### config.mk
export PLATFORM = sky130hd
export DESIGN_NAME = kct_acc
export DESIGN_NICKNAME = d
export VERILOG_FILES = /design/src/kct_pkg.sv /design/src/kct_acc.sv
export SDC_FILE = /design/constraint.sdc
export NUM_CORES = 1
export LEC_CHECK = 0
export ABC_CLOCK_PERIOD_IN_PS = 9200
export BUFFER_PORTS_ARGS = -buffer_cell sky130_fd_sc_hd__buf_4
export CAP_MARGIN = 20
export CORE_UTILIZATION = 45
export DETAILED_ROUTE_END_ITERATION = 12
export PLACE_DENSITY = 0.65
export SLEW_MARGIN = 10
export SYNTH_ARGS = -nofsm -noshare
export SYNTH_HDL_FRONTEND = slang
export SYNTH_SLANG_ARGS = --single-unit
### constraint.sdc
create_clock -name clk -period 9.2 [get_ports clk]
set_input_delay 1.38 -clock clk [delete_from_list [all_inputs] [get_ports clk]]
set_output_delay 1.38 -clock clk [all_outputs]
set_load 0.02 [all_outputs]
### src/kct_pkg.sv
`default_nettype none

package kct_pkg;

  localparam int KEY_IN_BITS     = 40;
  localparam int PRICE_BITS      = 24;
  localparam int SUM_BITS        = 40;
  localparam int ITEM_COUNT_BITS = 16;
  localparam int ENTRIES_BITS    = 8;

  typedef enum logic [2:0] {
    ST_NEW       = 3'd0,
    ST_INC       = 3'd1,
    ST_DEC       = 3'd2,
    ST_REMOVED   = 3'd3,
    ST_NOT_FOUND = 3'd4,
    ST_FULL      = 3'd5
  } status_t;

  // Commands from the sequencer to the price accumulator.
  typedef struct packed {
    logic load;
    logic en;
    logic sub;
  } acc_op_t;

endpackage

`default_nettype wire

### src/kct_acc.sv
`default_nettype none

module kct_acc import kct_pkg::*; (
  input  logic                  clk,
  input  logic                  rst,
  input  acc_op_t               op,
  input  logic [PRICE_BITS-1:0] price,
  output logic [SUM_BITS-1:0]   sum
);

  logic [PRICE_BITS-1:0] price_r;
  logic [SUM_BITS-1:0]   addend;

  assign addend = SUM_BITS'(price_r);

  always_ff @(posedge clk) begin
    if (op.load) begin
      price_r <= price;
    end
  end

  // Sum wraps modulo 2^SUM_BITS.
  always_ff @(posedge clk) begin
    if (rst) begin
      sum <= '0;
    end else if (op.en) begin
      sum <= op.sub ? sum - addend : sum + addend;
    end
  end

endmodule

`default_nettype wire

; After elaboration in Yosys (flattened, before gate mapping)
; Cells that the tools add are included.
[classes]
add_sub_neg = 2
muxes = 1
[ops]
columns = op, n
row1 = adder 40 x 24 -> 40 bit, 1
row2 = two-way mux 40 bit, 1
row3 = subtractor 40 x 24 -> 40 bit, 1
[word_totals]
register_bits = 64
input_bits = 29
output_inout_bits = 40
wordCells = 5

; Longest topological paths before layout
; Gate-level depths: netlist of the first run.
[depth]
word_depth = 2
mapped_depth = 20
mapped_depth_nobuf = 18

; Worst setup path after synthesis of the first run
; No wires, ideal clock.
[synth_path]
path_kind = input port to flip-flop
from = in op[0] in the netlist's numbering
to = reg sum[38]
n_path_buf = 3
slack_ns = 4.993
setup_time_ns = 0.126
t_required_ns = 9.074
path_stages = 15
t_arrival_ns = 4.080
cell_sequence = clkbuf_1 > buf_1 > nor2_1 > xnor2_1 > ha_1 > clkbuf_2 > nand4_1 > a21o_1 > a31oi_1 > nor2_2 > o41ai_4 > a21oi_2 > o31ai_2 > xnor2_1 > o21ai_1
[synth_via]
elab_chain_cells = 1
[synth_lines]
columns = element, line
row1 = start: declaration, kct_acc.sv:6  ; input acc_op_t op,
row2 = two-way mux 40 bit, kct_acc.sv:27  ; sum <= op.sub ? sum - addend : sum + addend;
row3 = end signal: assignment, kct_acc.sv:27
row4 = end: declaration, kct_acc.sv:8  ; output logic [SUM_BITS-1:0] sum
; Every way passes these cells.
; A chain may end at the register's enable or synchronous reset.

; Final worst setup path of the first run
[layout_path]
from = reg price_r[4]
to = reg sum[32]
[layout_via]
elab_chain_cells = 2
elab_cells_between_ends = 3
classes_between = add/sub (2) / mux (1)
[layout_lines]
columns = element, line
row1 = start: declaration, kct_acc.sv:11  ; logic [PRICE_BITS-1:0] price_r;
row2 = start signal: assignment, kct_acc.sv:18  ; price_r <= price;
row3 = adder 40 x 24 -> 40 bit or subtractor 40 x 24 -> 40 bit (tied branches), kct_acc.sv:27
row4 = two-way mux 40 bit (*), kct_acc.sv:27
; Mark *: on every way between the ends. The rest lies on a longest branch, timed or not.

==> results of run 1 <==
[cell families (layout without fill, tap and decap cells)]
group	after synthesis	after routing	synth area share, %
adder cells (fa/ha/maj)	41	41	10.6
multiplexers	18	18	3.65
XOR/XNOR	55	55	9.77
AND/OR/NAND/NOR	190	190	17.3
AO/OA/AOI/OAI	177	177	23.8
buffers and inverters	49	103	4.04
flip-flops	64	64	30.9
[report_power, final]
group	internal, mW	total [mW]	switching (mW)
sequential	0.351	0.403	0.0518
combinational	0.314	0.754	0.440
clock	0.125	0.249	0.124
[through the flow]
| stage | utilization [%] | area [um^2] | hold WS, ns | setup WS [ns] | power (mW) |
|---|---|---|---|---|---|
| floorplan | - | 4930 | 0.538 | 4.99 | 0.953 |
| global placement | 52.4 | 5490 | 0.455 | 4.51 | 1.15 |
| detailed placement | 52.4 | 5490 | 0.469 | 4.43 | 1.15 |
| CTS | 54.3 | 5680 | 0.480 | 4.38 | 1.41 |
| global route | 54.3 | 5680 | 0.509 | 3.81 | 1.51 |
| finish | 54.3 | 5680 | 0.479 | 4.36 | 1.41 |
[cells in the final DEF, fill, tap and decap left out, types with 4 or more instances in the layout]
cell | synthesis | final
a21o_1 | 43 | 43
a21oi_1 | 53 | 53
a31o_2 | 4 | 4
a31oi_1 | 10 | 10
buf_4 | 0 | 69
clkbuf_8 | 0 | 9
dfxtp_1 | 40 | 40
edfxtp_1 | 24 | 24
ha_1 | 40 | 40
inv_1 | 17 | 17
mux2i_1 | 18 | 18
nand2_1 | 51 | 51
nand3_1 | 15 | 15
nand4_1 | 12 | 12
nor2_1 | 75 | 75
nor3_1 | 13 | 13
nor4_1 | 7 | 7
o21a_1 | 4 | 4
o21ai_0 | 24 | 24
o21bai_1 | 6 | 6
o22ai_1 | 4 | 4
xnor2_1 | 42 | 42
xor2_1 | 13 | 13
[registers in the layout (all words and copies together) (netlist names)]
register	flops
price_r	24
sum	40
[Yosys cell counts (all sizes together) (2+ instances only)]
master	instances
o2111ai	2
nand3	15
o41ai	2
o31ai	3
nor2b	3
a21boi	3
buf	9
inv	17
xnor2	42
mux2i	18
nor2	76
and2b	2
o21a	4
ha	40
o21bai	6
dfxtp	40
a21oi	54
nor3	14
o211ai	3
a31o	4
nor4	7
a21o	43
and2	4
xor2	13
clkbuf	21
nand4	12
o22ai	4
o21ai	26
a221oi	3
nand2	51
a31oi	10
a211oi	2
edfxtp	24
[metal layers]
metal	up-vias	share of wire [%]	global-route usage, %
met1	2138	48	31.8
met4	0	1.8	8.61
met3	17	5.3	5.17
met2	129	45	37.0
met5	-	0	0
li1	2252	-	-
[final timing paths]
path / start / endpoint / slack, ns
max: price_r[4]$_DFFE_PP_ / sum[32]$_SDFFE_PP0P_ / 4.36
min: sum[38]$_SDFFE_PP0P_ / sum[38]$_SDFFE_PP0P_ / 0.48
max reg2reg: price_r[4]$_DFFE_PP_ / sum[32]$_SDFFE_PP0P_ / 4.36
min reg2reg: sum[38]$_SDFFE_PP0P_ / sum[38]$_SDFFE_PP0P_ / 0.48
[cell type report]
| cell class | count | area, um^2 |
|---|---|---|
| Sequential cell | 64 | 1520 |
| Fill cell | 1022 | 4780 |
| Tap cell | 136 | 170 |
| Clock buffer | 9 | 124 |
| Multi-Input combinational cell | 481 | 3210 |
| Clock inverter | 7 | 71.3 |
| Inverter | 18 | 67.6 |
| Timing Repair Buffer | 69 | 518 |
[critical path: cells and delay by family, from the launching register on]
kind	cells	cell delay, ns
XOR/XNOR	1	0.17
AND/OR/NAND/NOR	9	2.50
AO/OA/AOI/OAI	5	1.24
adder cells (fa/ha/maj)	1	0.42
flip-flops	1	0.45
==> impl_metrics.toml, run 1 <==
[clocking]
clock_latency_ns = 0.36
clkSinkCount = 64
cts.path.max_buffers = 2
htree_levels = 3
cts-root-buf = "clkbuf_8"
cts_made_buffers = 9
post_cts_buffers = 0
hold_buffers = 0
cts_tree = "done"
clk_pin_slew_ns = 0.08
cts_resized = 0

[drt]
routed_wl_um = 12900
postRouteAntennaNets = 0
first_pass_iters = 5
dr_total_vias = 4536
first_iter_violations = 282
wl_per_cell_um = 16.4
viasPerCell = 5.79
drcViolationCount = 0

[critical_path]
path_class = "reg -> reg"
cp-start-kind = "register"
cp_data_required_time_ns = 9.51
crit_chain = "nor3_1 > nand2_1 > nor3_1 > and2_1 > nand2_1 > nor2_1 > a21oi_1 > xnor2_1 > ha_1 > nand2_1 > nor4_1 > nand4_1 > o211ai_1 > o21ai_1 > a2111oi_0 > a311o_1"
cp_slowest_cell = "nor2_1"
arrival_ns = 5.15
max_stage_delay_ns = 0.78
reg2reg_depth = 16
crit_fanout = 12
crit_top_cell = "nand2_1"
endpoint_kind = "register"

[sta]
max_slew_margin_pct = 30.1
rsz0062_at_grt = "no"
fin_skew_ns = 0.00979
timing.final.crit_share_pct = 52.6
worst_slew_pin_slew_ns = 1.04
fmax_mhz = 207
finalHoldViolations = 0
finalMaxSlewViolations = 0
setup_viol = 0
tns_ns = 0
layout_min_cycle_time_ns = 4.84

[flow_run]
max_cap_viol_count = 0

[global_routing]
antenna_found_initial = 0
grt_pass1_wl_um = 20900
track_usage_pct = 23.6
grt_max_degree = 39
grt_pass1_vias = 4246
grt.overflow.total = 0

[place]
dp.cells = 768
portBuffers = 68
dp_hpwl_um = 9580
gp_congestion = 0.918

[die]
ios = 69
row_count = 37
dieArea_um2 = 11400
start_util_pct = 47.1
dieHeight_um = 107
core_um2 = 10500
die_w_um = 107

[final_layout]
area_growth_syn_to_layout_pct = 15.3
diodes = 0
drive_above_1_share_pct = 15.3
fin_cells = 784
fin_nets = 713

[synthesis]
syn_avg_cell_area_um2 = 8.30
async_flop_share_pct = 0
synth_warnings = 0
synth_edf_count = 24
synth_area_leaders = "dfxtp_1, edfxtp_1, ha_1, xnor2_1, a21o_1"
syn_inst = 594
ys.flop_type = "dfxtp_1"
netlist_area_um2 = 4930
yosysSeqAreaShare_pct = 30.9
yosys.area.top_type = "dfxtp_1"
ys_seq_elements = 64
synth_nets = 664
ys_types = 60
synth_top_cell_area_share_pct = 16.2

[hold_path]
whs_path_depth = 2
hold_class = "reg -> reg"

[power]
p_leak_nw = 2.60
p_per_area_nw_per_um2 = 248
peakVddDrop_uv = 129

[outcome]
outcome = "completed"
(Power assumes the default switching activity.)
==> run 2: changes to the inputs <==
ABC_AREA = 1   (was default)
ABC_CLOCK_PERIOD_IN_PS = 4850   (was 9200)
PLACE_DENSITY = default   (was 0.65)
clock period = 4.85 ns   (was 9.2 ns; I/O delays follow)
==> run 2 against run 1 <==
Against the previous run:
- clock-buffer cell count is the same
- largest power group unchanged
- critical path depth grew 7
- first-iteration DRC count grew 67%
- critical endpoint is now sum[30]$_SDFFE_PP0P_
- area after synthesis up 23%
- non-clock buffer count down 1
- via count rose by 32%
- power increased by 74%
- maximum frequency is 33% higher
- clock power rose to 2.7 times the previous value
- highest routed layer unchanged
- synthesized cell count is 68% higher
- register-to-register slack worse by 3.2 ns
- wire length increased by 32%
==> impl_metrics.toml, run 2 <==
[outcome]
outcome = "completed"

[drt]
routed_wl_um = 17000
viasPerCell = 4.83
drcViolationCount = 0
first_pass_iters = 5
postRouteAntennaNets = 0
first_iter_violations = 470
wl_per_cell_um = 13.7
dr_total_vias = 5986

[synthesis]
yosysMostFrequentCell = "nand2_1"
async_flop_share_pct = 0
ys.flop_type = "dfxtp_1"
synth_nets = 1068
synth_warnings = 0
ys_types = 38
syn_inst = 998
synthTopCellsByCount = "nand2_1, inv_1, nor2_1"
synth_area_leaders = "nand2_1, dfxtp_1, inv_1, edfxtp_1, nor2_1"
synth_top_cell_area_share_pct = 16.3
yosys.area.top_type = "nand2_1"
yosysSeqAreaShare_pct = 25.1
netlist_area_um2 = 6070
syn_avg_cell_area_um2 = 6.08
synth_edf_count = 24
ys_seq_elements = 64

[final_layout]
multiInputGateArea_um2 = 3690
layout_common_cells = "nand2_1, inv_1, nor2_1, buf_4"
layout_commonest_cell = "nand2_1"
area_growth_syn_to_layout_pct = 15.6
diodes = 0
finish.instance_area_um2 = 7020
final_util_pct = 53.2
largest_reg_flops = 40
drive_above_1_share_pct = 12.0
fillers = 1400
reg.largest.list = "sum x40, price_r x24"
largest-register = "sum"
ff_latch_area_um2 = 1520
fin_nets = 1129

[critical_path]
endpoint_kind = "register"
arrival_ns = 3.90
cp-start-kind = "register"
cp_data_required_time_ns = 5.10
path_class = "reg -> reg"
crit_fanout = 10

[power]
power_switching_mw = 1.04
clkPwrFrac_pct = 27.2
pwr-share-comb_pct = 44.4
seqPwrFrac_pct = 28.4
p_total_mw = 2.44
peakVddDrop_uv = 229
p_leak_nw = 3.95
internal_power_mw = 1.41
p_per_area_nw_per_um2 = 348
power.share.switching_pct = 42.5

[sta]
fin_skew_ns = 0.00990
max_slew_margin_pct = 37.0
finalMaxSlewViolations = 0
setup_viol = 0
timing.final.crit_share_pct = 75.3
layout_min_cycle_time_ns = 3.65
finalHoldViolations = 0
rsz0062_at_grt = "no"
fmax_mhz = 274
worst_slew_pin_slew_ns = 0.943
tns_ns = 0

[clocking]
hold_buffers = 0
cts_tree = "done"
cts_resized = 0
post_cts_buffers = 0
cts_made_buffers = 9
cts-root-buf = "clkbuf_16"
clock_latency_ns = 0.35
clk_pin_slew_ns = 0.06
cts.path.max_buffers = 2
htree_levels = 3
clkSinkCount = 64

[global_routing]
antenna_found_initial = 0
grt.overflow.total = 0
grt_pass1_wl_um = 28200
grt_pass1_vias = 5447
grt_max_degree = 60
track_usage_pct = 25.9

[place]
dp_hpwl_um = 13800
place_area_um2 = 6720
gp_congestion = 0.962
portBuffers = 68

[die]
die_w_um = 118
start_util_pct = 46.0
dieHeight_um = 118
ios = 69
core_um2 = 13200
row_count = 42
dieArea_um2 = 14000

[hold_path]
hold_class = "reg -> reg"

[flow_run]
max_cap_viol_count = 0
==> run 2: layout make-up <==
type / instances / area share [%]
Clock buffer: 9 / 3.21
Sequential cell: 64 / 21.7
Clock inverter: 7 / 1.02
Inverter: 207 / 11.1
Timing Repair Buffer: 68 / 7.27
Tap cell: 176 / 3.14
Multi-Input combinational cell: 709 / 52.6
==> run 2: worst paths after layout <==
kind	slack, ns	depth (start not counted)	from	to
max	1.20	23	price_r[0]$_DFFE_PP_	sum[30]$_SDFFE_PP0P_
min	0.55	2	sum[0]$_SDFFE_PP0P_	sum[0]$_SDFFE_PP0P_
max reg2reg	1.20	23	price_r[0]$_DFFE_PP_	sum[30]$_SDFFE_PP0P_
min reg2reg	0.55	2	sum[0]$_SDFFE_PP0P_	sum[0]$_SDFFE_PP0P_
==> run 2: logic make-up after synthesis <==
logic type | synth area share, %
simple gates | 36.8
buf+inv | 14.1
compound gates | 9.27
flops | 25.1
xor+xnor | 6.20
fa+ha+maj | 8.57
==> run 2: power groups by stage <==
| stage | clock network, mW | registers [mW] | logic (mW) |
|---|---|---|---|
| after floorplan | 0 | 0.741 | 0.720 |
| after global placement | 0 | 0.704 | 1.07 |
| after detailed placement | 0 | 0.705 | 1.07 |
| after CTS | 0.675 | 0.694 | 1.08 |
| after global routing | 0.697 | 0.703 | 1.22 |
| final | 0.665 | 0.693 | 1.08 |
==> run 2: routing by layer <==
layer / vias to the layer above / wire [um] / global-route usage, %
met5: - / 0 / 0
met4: 0 / 314 / 8.57
met3: 20 / 933 / 3.81
met2: 156 / 6860 / 36.9
met1: 2624 / 8920 / 39.3
li1: 3186 / - / -
==> run 2: worst max-delay path, cell delays in order (launching register included) <==
cell,delay (ns)
edfxtp_1,0.43
inv_1,0.11
ha_1,0.17
nand3_1,0.11
nor2_2,0.19
inv_2,0.16
nor2_4,0.14
nand3_2,0.12
o21ai_2,0.19
nand2_1,0.09
xnor2_1,0.33
ha_1,0.35
nand2_1,0.11
inv_1,0.06
nand2_1,0.06
nand2_1,0.11
a21oi_1,0.20
nand3_2,0.17
nand2_1,0.15
nand2_1,0.06
nand2_1,0.05
nand3_1,0.06
nand2_1,0.09
inv_1,0.04
==> run 2: metrics by stage <==
| step | hold slack [ns] | setup WS (ns) | instances |
|---|---|---|---|
| 3_3_place_gp | 0.550 | 1.11 | 1224 |
| 4_1_cts | 0.545 | 1.25 | 1240 |
| 6_report | 0.547 | 1.20 | 1240 |
| 2_1_floorplan | 0.563 | 2.05 | 998 |
| 5_1_grt | 0.544 | 0.930 | 1240 |
| 3_5_place_dp | 0.547 | 1.13 | 1224 |
==> run 3: changes to the inputs <==
ABC_CLOCK_PERIOD_IN_PS = 3500   (was 4850)
clock period = 3.5 ns   (was 4.85 ns; I/O delays follow)
==> run 3 against run 2 <==
Against the previous run:
- worst hold slack got worse by 0.20 ns
- highest routed layer unchanged
- first-iteration DRC count rose by 2.8%
- combinational power rose by 45%
- setup slack got worse by 1.0 ns
- clock-buffer cell count did not move
- critical path type unchanged
- clock power rose by 55%
- utilization rose by 1.9 points
==> impl_metrics.toml, run 3 (synthesis gave the netlist of run 2 again) <==
[outcome]
outcome = "completed"

[flow_run]
max_cap_viol_count = 0

[clocking]
htree_levels = 3
clk_pin_slew_ns = 0.06
cts_made_buffers = 9
clock_latency_ns = 0.35
clkSinkCount = 64
cts.path.max_buffers = 2
cts_tree = "done"
cts-root-buf = "clkbuf_16"

[critical_path]
cp_data_required_time_ns = 3.74
endpoint_kind = "register"
arrival_ns = 3.55
path_class = "reg -> reg"
crit_fanout = 10
cp-start-kind = "register"

[final_layout]
drive_above_1_share_pct = 15.3
ff_latch_area_um2 = 1520
fin_nets = 1140
final_util_pct = 55.2
fillers = 1368
area_growth_syn_to_layout_pct = 19.9
layout_commonest_cell = "nand2_1"
largest-register = "sum"
reg.largest.list = "sum x40, price_r x24"
diodes = 0
multiInputGateArea_um2 = 3830
layout_common_cells = "nand2_1, inv_1, nor2_1, buf_4, o21ai_0"
largest_reg_flops = 40

[sta]
layout_min_cycle_time_ns = 3.31
timing.final.crit_share_pct = 94.5
worst_slew_pin_slew_ns = 0.751
setup_viol = 0
finalHoldViolations = 0
max_slew_margin_pct = 49.9
fin_skew_ns = 0.0114
fin_ws_ns = 0.193
finalMaxSlewViolations = 0
fmax_mhz = 302

[die]
row_count = 42
dieHeight_um = 118
ios = 69
core_um2 = 13200
start_util_pct = 46.0
die_w_um = 118
dieArea_um2 = 14000

[place]
portBuffers = 68
dp_hpwl_um = 13700
pre_cts_slack_ns = 0.0586
gp_congestion = 0.975

[global_routing]
track_usage_pct = 25.4
grt_pass1_vias = 5388
antenna_found_initial = 1
grt_max_degree = 45
grt_pass1_wl_um = 27500
grt.overflow.total = 0

[drt]
dr_total_vias = 6089
routed_wl_um = 17100
viasPerCell = 4.87
first_iter_violations = 483
first_pass_iters = 5
wl_per_cell_um = 13.7
postRouteAntennaNets = 0
drcViolationCount = 0

[hold_path]
hold_class = "in -> reg"

[power]
p_leak_nw = 4.05
p_per_area_nw_per_um2 = 489
peakVddDrop_uv = 274
==> run 3: power breakdown <==
group	switching (mW)	internal, mW	leakage [nW]
Sequential	0.0959	0.867	0.568
Clock	0.396	0.631	0.160
Combinational	0.998	0.570	3.32
==> run 3: repair_timing <==
action | CTS | global route
hold buffers | 0 | 0
setup buffers | 0 | 3
gates resized for setup | 0 | 29
setup endpoints to repair | 0 | 20
==> run 3: metal layers <==
| metal | GRT usage, % | wire length [um] |
|---|---|---|
| met5 | 0 | 0 |
| met1 | 39.0 | 8820 |
| met4 | 7.37 | 240 |
| met3 | 4.54 | 1210 |
| met2 | 35.7 | 6880 |
==> run 3: path summary, 6_finish.rpt <==
| path | from | endpoint | slack (ns) | cells past startpoint |
|---|---|---|---|---|
| max reg2reg | price_r[0]$_DFFE_PP_ | sum[38]$_SDFFE_PP0P_ | 0.19 | 22 |
| min | price[1] | price_r[1]$_DFFE_PP_ | 0.35 | 1 |
| min reg2reg | sum[0]$_SDFFE_PP0P_ | sum[0]$_SDFFE_PP0P_ | 0.56 | 2 |
| max | price_r[0]$_DFFE_PP_ | sum[38]$_SDFFE_PP0P_ | 0.19 | 22 |
==> run 3: critical path, cell delays in order (launching register included) <==
cell and delay [ns]:
edfxtp_1 0.42, inv_2 0.08, ha_2 0.19, nand3_2 0.11, nor2_4 0.18, inv_4 0.08, nor2_4 0.15, nand3_4 0.10
o21ai_4 0.21, nand2_1 0.11, xnor2_2 0.18, ha_4 0.31, nand2_1 0.07, nor2_1 0.21, nand2_1 0.11, nor2_1 0.11
nand2_1 0.07, nand3_2 0.13, nand2_1 0.10, nand3_1 0.08, nand3_1 0.08, nand2_1 0.08, inv_1 0.03
==> run 3: through the flow <==
stage	hold slack, ns	TNS [ns]	total power [mW]	std cells	area [um^2]
after floorplan	0.563	0	2.02	998	6070
after global placement	0.550	0	2.47	1232	6780
after detailed placement	0.541	0	2.47	1232	6780
after CTS	0.340	0	3.51	1248	7110
after global routing	0.337	-0.376	3.80	1251	7280
final	0.349	0	3.56	1251	7280
==> run 3: final cells by class <==
cell class / count / share of cell area [%]
Clock buffer: 9 / 3.09
Clock inverter: 7 / 1.43
Tap cell: 176 / 3.03
Timing Repair Buffer: 79 / 8.15
Sequential cell: 64 / 20.9
Inverter: 207 / 10.7
Multi-Input combinational cell: 709 / 52.7
