$ cat config.mk
export PLATFORM = sky130hd
export DESIGN_NAME = kct_seq
export DESIGN_NICKNAME = d
export VERILOG_FILES = /design/src/kct_pkg.sv /design/src/kct_seq.sv
export SDC_FILE = /design/constraint.sdc
export NUM_CORES = 1
export LEC_CHECK = 0
export BUFFER_PORTS_ARGS = -buffer_cell sky130_fd_sc_hd__clkbuf_2
export CORE_MARGIN = 10
export CORE_UTILIZATION = 43
export CTS_BUF_LIST = sky130_fd_sc_hd__clkbuf_8
export DETAILED_ROUTE_END_ITERATION = 6
export GPL_TIMING_DRIVEN = 0
export PLACE_DENSITY = 0.7
export SETUP_SLACK_MARGIN = 0.1
export SLEW_MARGIN = 0
export SYNTH_ARGS = -nofsm -noshare
export SYNTH_HDL_FRONTEND = slang
export SYNTH_SLANG_ARGS = --single-unit
$ cat constraint.sdc
create_clock -name clk -period 3.47 [get_ports clk]
set_input_delay 0.1735 -clock clk [delete_from_list [all_inputs] [get_ports clk]]
set_output_delay 0.1735 -clock clk [all_outputs]
set_load 0.005 [all_outputs]
$ cat src/kct_pkg.sv
`default_nettype none

package kct_pkg;

  localparam int KEY_IN_BITS     = 40;
  localparam int PRICE_BITS      = 24;
  localparam int SUM_BITS        = 40;
  localparam int ITEM_COUNT_BITS = 16;
  localparam int ENTRIES_BITS    = 8;

  typedef enum logic [2:0] {
    ST_NEW       = 3'd0,
    ST_INC       = 3'd1,
    ST_DEC       = 3'd2,
    ST_REMOVED   = 3'd3,
    ST_NOT_FOUND = 3'd4,
    ST_FULL      = 3'd5
  } status_t;

  // Commands from the sequencer to the price accumulator.
  typedef struct packed {
    logic load;
    logic en;
    logic sub;
  } acc_op_t;

endpackage

`default_nettype wire

$ cat src/kct_seq.sv
`default_nettype none

module kct_seq import kct_pkg::*; #(
  parameter int TABLE_DEPTH = 128,
  parameter int KEY_BITS    = 40,
  parameter int COUNT_BITS  = 16,
  localparam int IW = $clog2(TABLE_DEPTH),
  localparam int UW = $clog2(TABLE_DEPTH + 1),
  localparam int EW = KEY_BITS + COUNT_BITS
) (
  input  logic                   clk,
  input  logic                   rst,
  input  logic                   start,
  input  logic                   mode,
  input  logic [KEY_IN_BITS-1:0] item_key,
  output logic                   busy,
  output logic [IW-1:0]          rd_addr,
  input  logic [EW-1:0]          rd_data,
  output logic                   wr_en,
  output logic [IW-1:0]          wr_addr,
  output logic [EW-1:0]          wr_data,
  output acc_op_t                acc_op,
  output logic                   done,
  output status_t                status,
  output logic [COUNT_BITS-1:0]  item_count,
  output logic [UW-1:0]          used
);

  localparam int XW = UW + 1;
  localparam logic [COUNT_BITS-1:0] CNT_MAX = '1;

  typedef enum logic [3:0] {
    S_IDLE  = 4'b0001,
    S_SCAN  = 4'b0010,
    S_ACT   = 4'b0100,
    S_SHIFT = 4'b1000
  } state_t;

  state_t                state, state_next;
  logic [IW-1:0]         idx, idx_next;
  logic [UW-1:0]         used_next;
  logic                  op_rm, op_rm_next;
  logic [KEY_BITS-1:0]   op_key, op_key_next;
  logic                  hit, hit_next;
  logic [COUNT_BITS-1:0] cnt, cnt_next;
  logic                  done_next;
  status_t               status_next;
  logic [COUNT_BITS-1:0] item_count_next;

  logic [KEY_BITS-1:0]   rd_key;
  logic [COUNT_BITS-1:0] rd_cnt;
  logic [XW-1:0]         idx_x1, idx_x2, used_x;
  logic [COUNT_BITS-1:0] cnt_inc, cnt_dec;

  assign rd_key  = rd_data[EW-1:COUNT_BITS];
  assign rd_cnt  = rd_data[COUNT_BITS-1:0];
  assign idx_x1  = XW'(idx) + XW'(1);
  assign idx_x2  = XW'(idx) + XW'(2);
  assign used_x  = XW'(used);
  assign cnt_inc = (cnt == CNT_MAX) ? cnt : cnt + 1'b1;
  assign cnt_dec = cnt - 1'b1;
  assign busy    = (state != S_IDLE);

  always_comb begin
    state_next      = state;
    idx_next        = idx;
    used_next       = used;
    op_rm_next      = op_rm;
    op_key_next     = op_key;
    hit_next        = hit;
    cnt_next        = cnt;
    done_next       = 1'b0;
    status_next     = status;
    item_count_next = item_count;
    rd_addr         = '0;
    wr_en           = 1'b0;
    wr_addr         = idx;
    wr_data         = {op_key, cnt};
    acc_op          = '0;
    case (state)
      S_IDLE: begin
        if (start) begin
          op_rm_next  = mode;
          op_key_next = KEY_BITS'(item_key);
          hit_next    = 1'b0;
          idx_next    = '0;
          acc_op.load = 1'b1;
          state_next  = (used == '0) ? S_ACT : S_SCAN;
        end
      end
      S_SCAN: begin
        // rd_data holds entry idx; fetch idx+1 in case of a miss
        rd_addr = IW'(idx_x1);
        if (rd_key == op_key) begin
          hit_next   = 1'b1;
          cnt_next   = rd_cnt;
          state_next = S_ACT;
        end else if (idx_x1 == used_x) begin
          state_next = S_ACT;
        end else begin
          idx_next = idx + 1'b1;
        end
      end
      S_ACT: begin
        rd_addr    = IW'(idx_x1);
        state_next = S_IDLE;
        done_next  = 1'b1;
        if (!op_rm) begin
          if (hit) begin
            wr_en           = 1'b1;
            wr_data         = {op_key, cnt_inc};
            acc_op.en       = 1'b1;
            status_next     = ST_INC;
            item_count_next = cnt_inc;
          end else if (used != UW'(TABLE_DEPTH)) begin
            wr_en           = 1'b1;
            wr_addr         = IW'(used);
            wr_data         = {op_key, COUNT_BITS'(1)};
            used_next       = used + 1'b1;
            acc_op.en       = 1'b1;
            status_next     = ST_NEW;
            item_count_next = COUNT_BITS'(1);
          end else begin
            status_next     = ST_FULL;
            item_count_next = '0;
          end
        end else if (hit) begin
          acc_op.en  = 1'b1;
          acc_op.sub = 1'b1;
          if (cnt_dec != '0) begin
            wr_en           = 1'b1;
            wr_data         = {op_key, cnt_dec};
            status_next     = ST_DEC;
            item_count_next = cnt_dec;
          end else begin
            status_next     = ST_REMOVED;
            item_count_next = '0;
            if (idx_x1 < used_x) begin
              // close the gap before reporting
              state_next = S_SHIFT;
              done_next  = 1'b0;
            end else begin
              used_next = used - 1'b1;
            end
          end
        end else begin
          status_next     = ST_NOT_FOUND;
          item_count_next = '0;
        end
      end
      S_SHIFT: begin
        // rd_data holds entry idx+1; move it down one place
        rd_addr = IW'(idx_x2);
        wr_en   = 1'b1;
        wr_data = rd_data;
        if (idx_x2 == used_x) begin
          used_next  = used - 1'b1;
          state_next = S_IDLE;
          done_next  = 1'b1;
        end else begin
          idx_next = idx + 1'b1;
        end
      end
      default: begin
        state_next = S_IDLE;
      end
    endcase
  end

  always_ff @(posedge clk) begin
    if (rst) begin
      state <= S_IDLE;
      used  <= '0;
      done  <= 1'b0;
    end else begin
      state <= state_next;
      used  <= used_next;
      done  <= done_next;
    end
  end

  always_ff @(posedge clk) begin
    idx        <= idx_next;
    op_rm      <= op_rm_next;
    op_key     <= op_key_next;
    hit        <= hit_next;
    cnt        <= cnt_next;
    status     <= status_next;
    item_count <= item_count_next;
  end

endmodule

`default_nettype wire

# After elaboration in Yosys (flattened, before gate mapping)
# Cells that the tools add are included.
# classes
magnitude_cmp	1
n_bitwise	0
n_eq_ne	22
n_addsub	7
n_shift	0
n_reduce_logical	12
div	0
mux	66
mul	0
# op_table
cell	n
$mux 16	10
$pmux 56 s2	1
$mux 7	8
$mux 8	7
$eq 40x40->1	1
$mux 4	8
$pmux 7 s3	1
$mux 1	18
$ne 3x3->1 const B	6
$add 16x1->16 const B	1
$eq 16x16->1 const B	1
$eq 8x8->1	2
$pmux 4 s4	1
$pmux 8 s2	1
$reduce_bool 16->1	1
$sub 16x1->16 const B	1
$mux 3	5
$pmux 7 s2	1
$ne 2x2->1 const B	6
$add 7x1->8 const B	1
$add 7x2->8 const B	1
$add 8x1->8 const B	1
$logic_not 8->1	1
$lt 8x8->1	1
other kinds (17)	23
# totals
out_inout_bits	103
inputBits	100
n_memories	0
latchBits	0
word_cells	118
mem_bits_rw	0
mem_bits_ro	0
regBits	97

# Longest topological paths before layout
# Gate-level depths: netlist of the first run.
# depth
word_depth	7
depth_mapped	15
mapped_depth_nobuf	12

# Worst setup path after synthesis of the first run
# OpenSTA, ideal clock, no wires.
# synth_timing
path_kind	register to output
start	register cnt[0]
end	output port wr_data[0]
arrival_time_ps	3421
path_buffers	3
slack_ps	-125
required_time_ps	3296
stages_incl_launch_ff	16
cell_sequence	edfxtp_1 > clkbuf_1 > inv_1 > ha_1 > or4b_1 > clkbuf_1 > nor4_1 > xnor2_1 > nand2_1 > or3_1 > buf_2 > ha_1 > nor2_1 > o21ai_0 > a31oi_1 > a221o_1
# synth_between
elab_chain_cells	6
word_cells_on_any_way	11
cone_classes	2 x add/sub; 1 x eq/ne; 7 x mux; 1 x reduce/logical
# synth_lines
element	line_no	rtl
from (decl)	kct_seq.sv:45	logic [COUNT_BITS-1:0] cnt, cnt_next;
from (signal assigned)	kct_seq.sv:187	cnt <= cnt_next;
$sub 16x1->16	kct_seq.sv:61	assign cnt_dec = cnt - 1'b1;
$reduce_bool 16->1	kct_seq.sv:130	if (cnt_dec != '0) begin
$mux 16	kct_seq.sv:130	
$mux 16	kct_seq.sv:127	end else if (hit) begin
$mux 16	kct_seq.sv:108	if (!op_rm) begin
$pmux 56 s2 *	kct_seq.sv:80	case (state)
to (decl)	kct_seq.sv:21	output logic [EW-1:0] wr_data,
# Every way passes the cells marked *; elsewhere a longest branch is shown, timed or not.

# Final worst setup path of the first run
# layout_timing
start	register cnt[1]
end	output port wr_data[0]
# layout_between
elab_chain_cells	6
word_cells_on_any_way	9
cone_classes	1 x add/sub; 1 x eq/ne; 6 x mux; 1 x reduce/logical
# layout_lines
element	line_no
$sub 16x1->16	kct_seq.sv:61
$reduce_bool 16->1	kct_seq.sv:130
$mux 16	kct_seq.sv:130
$mux 16	kct_seq.sv:127
$mux 16 *	kct_seq.sv:108
$pmux 56 s2 *	kct_seq.sv:80
# Marks and branches as above.

==> Implementation_results.wiki, run 1 <==
{| class="wikitable"
! Metric !! Value
|-
| Outcome || finished, violations left
|-
| Violated checks || negative setup slack
|-
| Post-synth top area cell || edfxtp_1
|-
| Post-synthesis area per instance || 8.34 µm²
|-
| Via count || 8445
|-
| Critical Setup Path Class || register to output port
|-
| Worst EP arrival || 3.81 ns
|-
| Combined global-route utilization of all metal layers || 24.7%
|-
| Largest net degree at the start of global routing || 31
|-
| Antenna viol nets, final || 0
|-
| Min setup slack post-route || -0.517 ns
|-
| Master cell of the clock root buffer || clkbuf_8
|-
| Post-layout nets || 1309
|-
| Setup Viol. Count Final || 10
|-
| Synthesized cell area || 7290 µm²
|-
| Number of buffers added on ports || 202
|-
| Peak supply drop || 400 µV
|-
| Leakage power figure || 4.18 nW
|-
| Vias/cell || 5.96
|-
| Number of instances in the placed design || 1298
|-
| Commonest non-fill, non-tap cell in the layout || clkbuf_2
|-
| Worst Setup Slack post-DPL || -0.394 ns
|-
| Post-Route WL || 29.1 mm
|-
| Global-route wire length before repair || 44.1 mm
|-
| Diodes inserted || 0
|-
| Endpoint type of the worst setup path || output port
|-
| Async set-reset flop share out of synthesis || 0%
|-
| Clock latency on the worst-skew pair || 0.40 ns
|-
| Initial cell density of the core || 44.0%
|-
| Aggregate negative setup slack || -3.55 ns
|-
| Largest fanout of any net on the critical path || 10
|-
| Number of sinks driven by the clock tree || 97
|-
| Number of max-slew violations in the final report || 0
|-
| Max transition margin || 44.1%
|-
| Placed Area || 8670 µm²
|-
| Most used cells in the layout excluding fill and tap cells || 206 x clkbuf_2, 184 x nand2_1, 84 x edfxtp_1
|-
| Fraction of the cycle the final worst path needs || 115%
|-
| Die Area || 22600 µm²
|-
| Number of search-and-repair iterations in the first detailed-routing pass || 5
|-
| Initial DRC count || 1076
|-
| Die H || 150 µm
|-
| Number of enable-type register cells in the synthesized netlist || 84
|-
| Time the worst path needs with I/O delays and setup || 3.99 ns
|-
| Highest Clock Rate || 0.251 GHz
|-
| H-tree depth reported by CTS || 3
|-
| Clock tree from TritonCTS || done
|-
| Cell count after synthesis || 874
|-
| Final Hold Viols || 0
|-
| Number of distinct library cells after synthesis || 70
|-
| Die X-Extent || 150 µm
|-
| Post-Syn Nets || 991
|-
| Final core utilization || 61.3%
|-
| RSZ-0062 raised after global routing || yes
|-
| Fraction of final layout cells with drive strength greater than 1 || 29.1%
|-
| Largest cells by area after synthesis || edfxtp_1 35%, nand2_1 9.6%, xnor2_1 5.6%, dfxtp_1 3.6%, nor2_1 3.6%
|-
| Post-route cell area || 10200 µm²
|-
| Fraction of the yosys area taken by sequential cells || 38.2%
|-
| Actual transition at the worst max-transition pin || 0.838 ns
|-
| IO Pins || 203
|-
| Post-route DRC violation count || 0
|-
| Wire length per cell || 20.5 µm
|-
| Category of the worst setup path launch point || register
|-
| Max_cap viols || 0
|-
| Core region area || 16600 µm²
|-
| Syn. warnings || 0
|-
| Number of antenna violations at the first check in global routing || 0
|-
| Area Overhead vs Synth || 39.5%
|-
| Register bit count reported by yosys || 97
|-
| Number of buffers on the longest clock path || 2
|-
| Min-delay worst type || input pin to register
|-
| HPWL reported at the end of detailed placement || 20.5 mm
|-
| Routability cong. || 0.986
|-
| Row count || 47
|-
| Pwr/cell area || 456 nW/µm²
|-
| Worst path required time || 3.30 ns
|-
| TritonCTS buffer count || 9
|-
| GRT Residual Overflow || 0
|-
| Post-synth top flop || edfxtp_1
|-
| CTS clock-pin slew for the worst setup and hold paths || 0.12 ns
|-
| Vias in the first global route || 8122
|-
| Final cell count without fillers || 1417
|-
| Setup skew after layout || 0.0150 ns
|-
| Area share of the leading cell type in the synthesized netlist || 34.6%
|}
path summary, 6_finish.rpt:
kind	from	endpoint	slack, ns	cells past startpoint
max	cnt[1]$_DFFE_PP_	wr_data[0]	-0.52	17
min	rst	used[7]$_SDFFE_PP0P_	0.21	4
max reg2reg	cnt[1]$_DFFE_PP_	item_count[3]$_DFFE_PP_	0.07	15
min reg2reg	used[0]$_SDFFE_PP0P_	used[0]$_SDFFE_PP0P_	0.74	2
state kept, by name, indices dropped and copies added (netlist names), 3 cells and up:
| register | count |
|---|---|
| status | 3 |
| idx | 7 |
| cnt | 16 |
| used | 8 |
| item_count | 16 |
| op_key | 40 |
| state | 4 |
worst max-delay path, cell delays in order, from the launching register on:
cell	delay, ns
edfxtp_1	0.39
clkbuf_8	0.15
clkinv_4	0.05
ha_4	0.16
buf_4	0.12
clkbuf_2	0.20
nor4_1	0.35
nand4_1	0.20
nand4_4	0.17
nand4_4	0.13
or3_4	0.36
buf_6	0.13
ha_4	0.25
nor2_2	0.03
o21ai_1	0.13
a31oi_1	0.13
a221o_1	0.29
buf_2	0.15
repair_timing:
item	CTS	global route
resized for setup	54	58
endpoints found under the hold margin	57	0
gates cloned	1	0
endpoints found under the setup margin	46	77
pin swaps	18	9
setup buffers	34	16
hold buffers	57	0
power by group:
group	switching, W	internal (W)	leakage (nW)
sequential	0.000126	0.00155	0.894
clock	0.000513	0.000295	0.107
combinational	0.00127	0.000885	3.18
synthesized netlist by cell type (all sizes together), types with 6 or more instances:
library cell and number:
ha 17, edfxtp 84, or3 7, a211oi 6
o22ai 8, a221oi 6, inv 21, a31oi 10
o211ai 12, nor2 69, nand3 31, nor3 24
a21oi 31, dfxtp 13, nor4 20, a22o 8
xnor2 47, xor2 15, clkbuf 56, o21ai 36
o311ai 7, nand4 27, or4 6, mux2i 8
buf 11, o31ai 9, o21a 6, a22oi 11
and3 7, nand2 187
per-stage QoR:
stage	hold WS (ns)	total power (W)
after floorplan	0.272	0.00285
after global placement	0.350	0.00356
after detailed placement	0.352	0.00359
after CTS	0.182	0.00454
after global routing	0.209	0.00489
final	0.206	0.00464
routing by layer:
metal  wire length, µm  up-vias  share of wire [%]  track usage (%)
met3              2940      130                 10             6.24
met4              1490        0                5.1             12.1
li1                  -     3848                  -                -
met1             11000     3901                 38             29.7
met5                 0        -                  0                0
met2             13700      566                 47             40.3
cells by family after synthesis:
group                    share of synthesized area, %
adder cells (fa/ha/maj)                          2.92
multiplexers                                     1.72
AND/OR/NAND/NOR                                  26.9
buffers and inverters                            4.91
flip-flops                                       38.2
XOR/XNOR                                         8.07
AO/OA/AOI/OAI                                    17.3
layout make-up:
class	instances	area (µm²)
Timing Repair Buffer	307	2020
Tap cell	220	275
Multi-Input combinational cell	687	4450
Clock buffer	9	124
Inverter	23	104
Fill cell	1436	6410
Clock inverter	7	86.3
Buffer	67	330
Sequential cell	97	2780
No activity file was read; power rests on OpenSTA's default activity.
==> run 2, diff against run 1 <==
CORE_UTILIZATION = 40   (was 43)
PLACE_DENSITY = 0.66   (was 0.7)
==> run 2 against run 1 <==
Compared with the run above:
- the flow still finishes with violations (negative setup slack)
- fmax down 1.5%
- utilization down 6.5 points
- hold slack got worse by 0.0069 ns
- critical path depth is 1 lower
- count of clock-buffer cells in the layout stayed put
- wire length is essentially flat
- clock power is 7.9% higher
- setup slack got worse by 0.061 ns
- clock skew rose by 0.00079 ns
- global-route usage decreased by 1.4 points
- cell count decreased by 0.92%
- largest power group unchanged
==> Implementation_results.wiki, run 2 (same netlist as run 1, synthesis figures left out) <==
{| class="wikitable"
! Metric !! Value
|-
| Outcome || finished, violations left
|-
| Violated checks || negative setup slack
|-
| H-tree depth reported by CTS || 3
|-
| Pwr/cell area || 467 nW/µm²
|-
| Leakage power figure || 4.02 nW
|-
| Min setup slack post-route || -0.579 ns
|-
| Number of buffers added on ports || 202
|-
| Clock tree from TritonCTS || done
|-
| Start point of the critical path || cnt[0]$_DFFE_PP_
|-
| Area Overhead vs Synth || 35.0%
|-
| Most used cells in the layout excluding fill and tap cells || 203 x clkbuf_2, 186 x nand2_1, 84 x edfxtp_1
|-
| RR Endpoint || used[4]$_SDFFE_PP0P_
|-
| Peak supply drop || 462 µV
|-
| Largest net degree at the start of global routing || 28
|-
| Combined global-route utilization of all metal layers || 23.2%
|-
| Largest fanout of any net on the critical path || 4
|-
| GRT Residual Overflow || 0
|-
| Die X-Extent || 155 µm
|-
| Row count || 49
|-
| Category of the worst setup path launch point || register
|-
| Crit path to || wr_data[0]
|-
| Wire length per cell || 20.7 µm
|-
| Die Area || 24000 µm²
|-
| Post-Route WL || 29.1 mm
|-
| Fraction of final layout cells with drive strength greater than 1 || 25.6%
|-
| Min-delay worst type || input pin to register
|-
| Initial cell density of the core || 40.6%
|-
| Number of search-and-repair iterations in the first detailed-routing pass || 6
|-
| Number of flip-flops in the largest register || 40
|-
| Setup skew after layout || 0.0158 ns
|-
| Antenna viol nets, final || 0
|-
| Largest registers in the final layout || op_key x40, cnt x16, item_count x16
|-
| Endpoint type of the worst setup path || output port
|-
| Actual transition at the worst max-transition pin || 1.33 ns
|-
| CTS clock-pin slew for the worst setup and hold paths || 0.11 ns
|-
| Number of antenna violations at the first check in global routing || 0
|-
| Master cell of the clock root buffer || clkbuf_8
|-
| Critical Setup Path Class || register to output port
|-
| Worst path required time || 3.30 ns
|-
| Post-route cell area || 9840 µm²
|-
| Post-layout nets || 1287
|-
| Via count || 8203
|-
| Setup Viol. Count Final || 21
|-
| TritonCTS buffer count || 9
|-
| Number of buffers on the longest clock path || 2
|-
| Diodes inserted || 0
|-
| Time the worst path needs with I/O delays and setup || 4.05 ns
|-
| Reg2Reg Setup Slack || 0.07 ns
|-
| Number of max-slew violations in the final report || 0
|-
| Worst EP arrival || 3.88 ns
|-
| Fraction of the cycle the final worst path needs || 117%
|-
| Register name with the most flops || op_key
|-
| Highest Clock Rate || 0.247 GHz
|-
| HPWL reported at the end of detailed placement || 21.3 mm
|-
| Clock latency on the worst-skew pair || 0.41 ns
|-
| Switching share of total power || 40.9%
|-
| Depth of the worst hold-timing path || 4
|-
| Reg-to-Reg Start || cnt[0]$_DFFE_PP_
|-
| Commonest non-fill, non-tap cell in the layout || clkbuf_2
|-
| Number of inserted filler cells in the final layout || 1695
|-
| Worst r2r path cells || 13
|-
| Placed Area || 8680 µm²
|-
| Internal power consumption || 0.00271 W
|-
| Combined area of the multi-input logic cells || 4330 µm²
|-
| Worst hold slack || 0.199 ns
|-
| Number of sinks driven by the clock tree || 97
|-
| Final core utilization || 54.8%
|-
| Core region area || 18000 µm²
|-
| Logic pwr share || 44.5%
|-
| IO Pins || 203
|-
| Vias/cell || 5.84
|-
| Max transition margin || 10.3%
|-
| Aggregate negative setup slack || -6.82 ns
|-
| Vias in the first global route || 7998
|-
| Seq. cell area || 2780 µm²
|-
| Max_cap viols || 0
|-
| Clock network fraction of total power || 19.0%
|-
| Initial DRC count || 909
|-
| Global-route wire length before repair || 44.8 mm
|-
| Routability cong. || 0.971
|-
| Part of the power in registers || 36.5%
|-
| Post-route DRC violation count || 0
|-
| RSZ-0062 raised after global routing || yes
|-
| Switching power || 0.00188 W
|-
| Final Hold Viols || 0
|-
| Die H || 155 µm
|}
[run 2: critical path: stages, from the launching register on]
cell and delay (ns):
edfxtp_1 0.44, buf_8 0.16, inv_8 0.05, ha_4 0.12
or4b_4 0.47, buf_8 0.15, nor4_4 0.31, xnor2_1 0.21
nand2_1 0.13, or3_4 0.35, buf_6 0.13, ha_4 0.25
nor2_2 0.03, o21ai_1 0.12, a31oi_1 0.14, a221o_1 0.29
buf_2 0.14
[run 2: worst min path at each step]
stage | startpoint | to | slack, ns
final | rst | used[7]$_SDFFE_PP0P_ | 0.20
after global routing | rst | used[7]$_SDFFE_PP0P_ | 0.23
after CTS | rst | used[7]$_SDFFE_PP0P_ | 0.18
after detailed placement | item_key[2] | op_key[2]$_DFFE_PP_ | 0.35
after global placement | item_key[2] | op_key[2]$_DFFE_PP_ | 0.35
after floorplan | rd_data[0] | cnt[0]$_DFFE_PP_ | 0.27
[run 2: area by class of cell]
cell class / instances / area share (%)
Sequential cell: 97 / 28.3
Tap cell: 229 / 2.91
Timing Repair Buffer: 285 / 18.3
Clock buffer: 9 / 1.26
Multi-Input combinational cell: 687 / 44.0
Buffer: 67 / 3.25
Clock inverter: 7 / 1.04
Inverter: 23 / 1.02
[run 2: routing by layer]
layer  global-route usage, %  vias up  wire length (µm)
met5                       0        -                 0
li1                        -     3802                 -
met2                    38.7      433             14000
met4                    8.86        0               933
met3                    5.24       78              2550
met1                    28.6     3890             11600
[run 2: stage by stage]
stage,setup slack [ns],total power [W],instances
after floorplan,0.140,0.00285,874
after global placement,-0.769,0.00358,1305
after detailed placement,-0.416,0.00361,1307
after CTS,-0.482,0.00454,1398
after global routing,-0.628,0.00485,1404
final,-0.579,0.00459,1404
[run 2: power by group through the flow]
stage / Sequential (W) / Clock, W / Combinational, W
floorplan: 0.00169 / 0 / 0.00116
global placement: 0.00172 / 0 / 0.00186
detailed placement: 0.00171 / 0 / 0.00190
CTS: 0.00168 / 0.000880 / 0.00197
global route: 0.00170 / 0.000921 / 0.00223
finish: 0.00168 / 0.000872 / 0.00204
[run 2: timing repair]
item | CTS | global route
hold endpoints to repair | 57 | 0
setup buffers | 18 | 13
gates resized for setup | 21 | 30
hold buffers | 57 | 0
pin swaps | 7 | 13
endpoints found under the setup margin | 48 | 73
==> run 3, diff against run 2 <==
PLACE_DENSITY = 0.64   (was 0.66)
clock period = 3.79 ns   (was 3.47 ns; I/O delays follow)
==> run 3 against run 2 <==
Compared with the run above:
- the run still ends with negative setup slack left
- first-iteration DRC count is 7.9% lower
- power is 11% lower
- die area stayed put
- critical path depth stayed put
- sequential power is 8% lower
- final area is 1.8% lower
- register-to-register slack better by 0.26 ns
- global-route usage is 0.31 points lower
- setup slack better by 0.37 ns
- count of clock-buffer cells in the layout stayed put
==> Implementation_results.wiki, run 3 (same netlist as run 1, synthesis figures left out) <==
{| class="wikitable"
! Metric !! Value
|-
| Highest Clock Rate || 0.250 GHz
|-
| Combined global-route utilization of all metal layers || 22.9%
|-
| Seq. cell area || 2780 µm²
|-
| Number of buffers on the longest clock path || 2
|-
| Post-Route WL || 28.9 mm
|-
| Most used cells in the layout excluding fill and tap cells || 198 x clkbuf_2, 187 x nand2_1, 84 x edfxtp_1
|-
| Slowest library cell on the worst path || or4b_1
|-
| Number of inserted filler cells in the final layout || 1709
|-
| CP delay by family, top || simple AND/OR/NAND/NOR gates
|-
| Violated checks || negative setup slack
|-
| Switching power || 0.00168 W
|-
| Worst EP arrival || 3.81 ns
|-
| Outcome || finished, violations left
|-
| Final cell count without fillers || 1395
|-
| Die Area || 24000 µm²
|-
| RSZ-0062 raised after global routing || yes
|-
| Vias/cell || 5.84
|-
| Area Overhead vs Synth || 32.6%
|-
| Total design power || 0.00408 W
|-
| Largest registers in the final layout || op_key x40, cnt x16, item_count x16
|-
| Logic pwr share || 45.3%
|-
| Largest net degree at the start of global routing || 31
|-
| Global-route wire length before repair || 44.2 mm
|-
| Setup skew after layout || 0.0249 ns
|-
| Depth of the worst hold-timing path || 1
|-
| Final core utilization || 53.8%
|-
| CTS clock-pin slew for the worst setup and hold paths || 0.12 ns
|-
| Number of search-and-repair iterations in the first detailed-routing pass || 5
|-
| Reg2Reg Setup Slack || 0.33 ns
|-
| HPWL reported at the end of detailed placement || 21.2 mm
|-
| Worst r2r path cells || 12
|-
| Vias in the first global route || 7867
|-
| Leakage power figure || 3.92 nW
|-
| Master cell of the clock root buffer || clkbuf_8
|-
| Chain of cells forming the critical path || clkbuf_8 -> inv_6 -> ha_4 -> or4b_1 -> clkbuf_8 -> nor4_4 -> xnor2_2 -> nand2_1 -> or3_1 -> buf_6 -> ha_4 -> nor2_2 -> o21ai_1 -> a31oi_1 -> a221o_1 -> clkbuf_2
|-
| Post-route DRC violation count || 0
|-
| Capture endpoint of the worst hold path || cnt[1]$_DFFE_PP_
|-
| TritonCTS buffer count || 9
|-
| Clock network fraction of total power || 16.8%
|-
| Pwr/cell area || 422 nW/µm²
|-
| Clock latency on the worst-skew pair || 0.40 ns
|-
| Number of flip-flops in the largest register || 40
|-
| Aggregate negative setup slack || -0.209 ns
|-
| Setup Viol. Count Final || 1
|-
| Reg-to-Reg Start || cnt[0]$_DFFE_PP_
|-
| Number of sinks driven by the clock tree || 97
|-
| Number of max-slew violations in the final report || 0
|-
| Max transition margin || 14.4%
|-
| Max_cap viols || 0
|-
| Number of buffers added on ports || 202
|-
| Wire length per cell || 20.7 µm
|-
| Min-delay worst type || input pin to register
|-
| Internal power consumption || 0.00240 W
|-
| Routability cong. || 0.967
|-
| Category of the worst setup path launch point || register
|-
| Critical Setup Path Class || register to output port
|-
| Endpoint type of the worst setup path || output port
|-
| Antenna viol nets, final || 0
|-
| Delay of the slowest critical-path stage || 0.44 ns
|-
| Row count || 49
|-
| Fraction of the cycle the final worst path needs || 106%
|-
| Final Hold Viols || 0
|-
| Clock tree from TritonCTS || done
|-
| Initial DRC count || 837
|-
| Via count || 8153
|-
| Commonest non-fill, non-tap cell in the layout || clkbuf_2
|-
| Die H || 155 µm
|-
| H-tree depth reported by CTS || 3
|-
| Fraction of final layout cells with drive strength greater than 1 || 24.5%
|-
| Actual transition at the worst max-transition pin || 1.27 ns
|-
| Worst path required time || 3.60 ns
|-
| Buffers & Inverters on Critical Path || 5
|-
| Largest fanout of any net on the critical path || 4
|-
| Die X-Extent || 155 µm
|-
| Worst Setup Slack post-DPL || -0.555 ns
|-
| RR Endpoint || item_count[4]$_DFFE_PP_
|-
| Number of instances in the placed design || 1307
|-
| Number of antenna violations at the first check in global routing || 1
|-
| Initial cell density of the core || 40.6%
|-
| Peak supply drop || 403 µV
|-
| Switching share of total power || 41.1%
|-
| Core region area || 18000 µm²
|-
| IO Pins || 203
|-
| Hold path startpoint || rd_data[1]
|-
| Time the worst path needs with I/O delays and setup || 4.00 ns
|-
| GRT Residual Overflow || 0
|-
| Combined area of the multi-input logic cells || 4280 µm²
|-
| Min setup slack post-route || -0.209 ns
|-
| Post-layout nets || 1278
|-
| Register name with the most flops || op_key
|-
| Part of the power in registers || 37.9%
|}
-- run 3: how the worst max path moves through the flow --
stage | endpoint | from | slack, ns | depth (start not counted)
floorplan | wr_data[0] | cnt[0]$_DFFE_PP_ | 0.18 | 15
global placement | wr_data[0] | cnt[0]$_DFFE_PP_ | -0.56 | 16
detailed placement | wr_data[0] | cnt[0]$_DFFE_PP_ | -0.56 | 16
CTS | wr_data[0] | cnt[0]$_DFFE_PP_ | -0.15 | 16
global route | wr_data[0] | cnt[0]$_DFFE_PP_ | -0.27 | 16
finish | wr_data[0] | cnt[0]$_DFFE_PP_ | -0.21 | 16
-- run 3: timing repair --
action / 4_1_cts / 5_1_grt
hold buffers: 52 / 1
endpoints found under the setup margin: 40 / 26
endpoints found under the hold margin: 52 / 1
pin swaps: 8 / 8
resized for setup: 31 / 18
setup buffers: 15 / 5
-- run 3: metrics by stage --
stage	area [µm²]	hold WS, ns
4_1_cts	9570	0.0000809
3_5_place_dp	8630	0.368
2_1_floorplan	7290	0.288
3_3_place_gp	8590	0.366
6_report	9670	0.0177
5_1_grt	9670	0.00352
-- run 3: layout make-up --
class	count	share of cell area, %
flip-flops and latches	97	28.8
plain buffers	67	3.27
clock buffers	9	1.28
clock inverters	6	0.582
diodes	1	0.0259
inverters	23	1.01
repair buffers	276	17.8
multi-input cells	687	44.3
well taps	229	2.96
-- run 3: power groups by stage --
stage	logic (W)	clock network [W]	registers [W]
5_1_grt	0.00203	0.000738	0.00156
3_5_place_dp	0.00173	0	0.00157
6_report	0.00185	0.000687	0.00155
4_1_cts	0.00180	0.000694	0.00154
3_3_place_gp	0.00169	0	0.00158
2_1_floorplan	0.00106	0	0.00155
-- run 3: per-layer routing --
layer	routed length, µm	GRT usage (%)	vias up
met5	0	0	-
met4	943	8.86	0
met3	2510	5.07	71
met2	14100	38.2	413
met1	11400	28.2	3881
li1	-	-	3788
-- run 3: worst reg2reg max path, stage by stage (launching register included) --
cell and delay, ns:
edfxtp_1 0.42, clkbuf_8 0.17, inv_6 0.05, ha_4 0.13, or4b_1 0.44, clkbuf_8 0.17, nor4_4 0.29, xnor2_2 0.17
buf_4 0.16, nand4_1 0.11, nor3_1 0.64, nor2_1 0.12, o221a_2 0.33
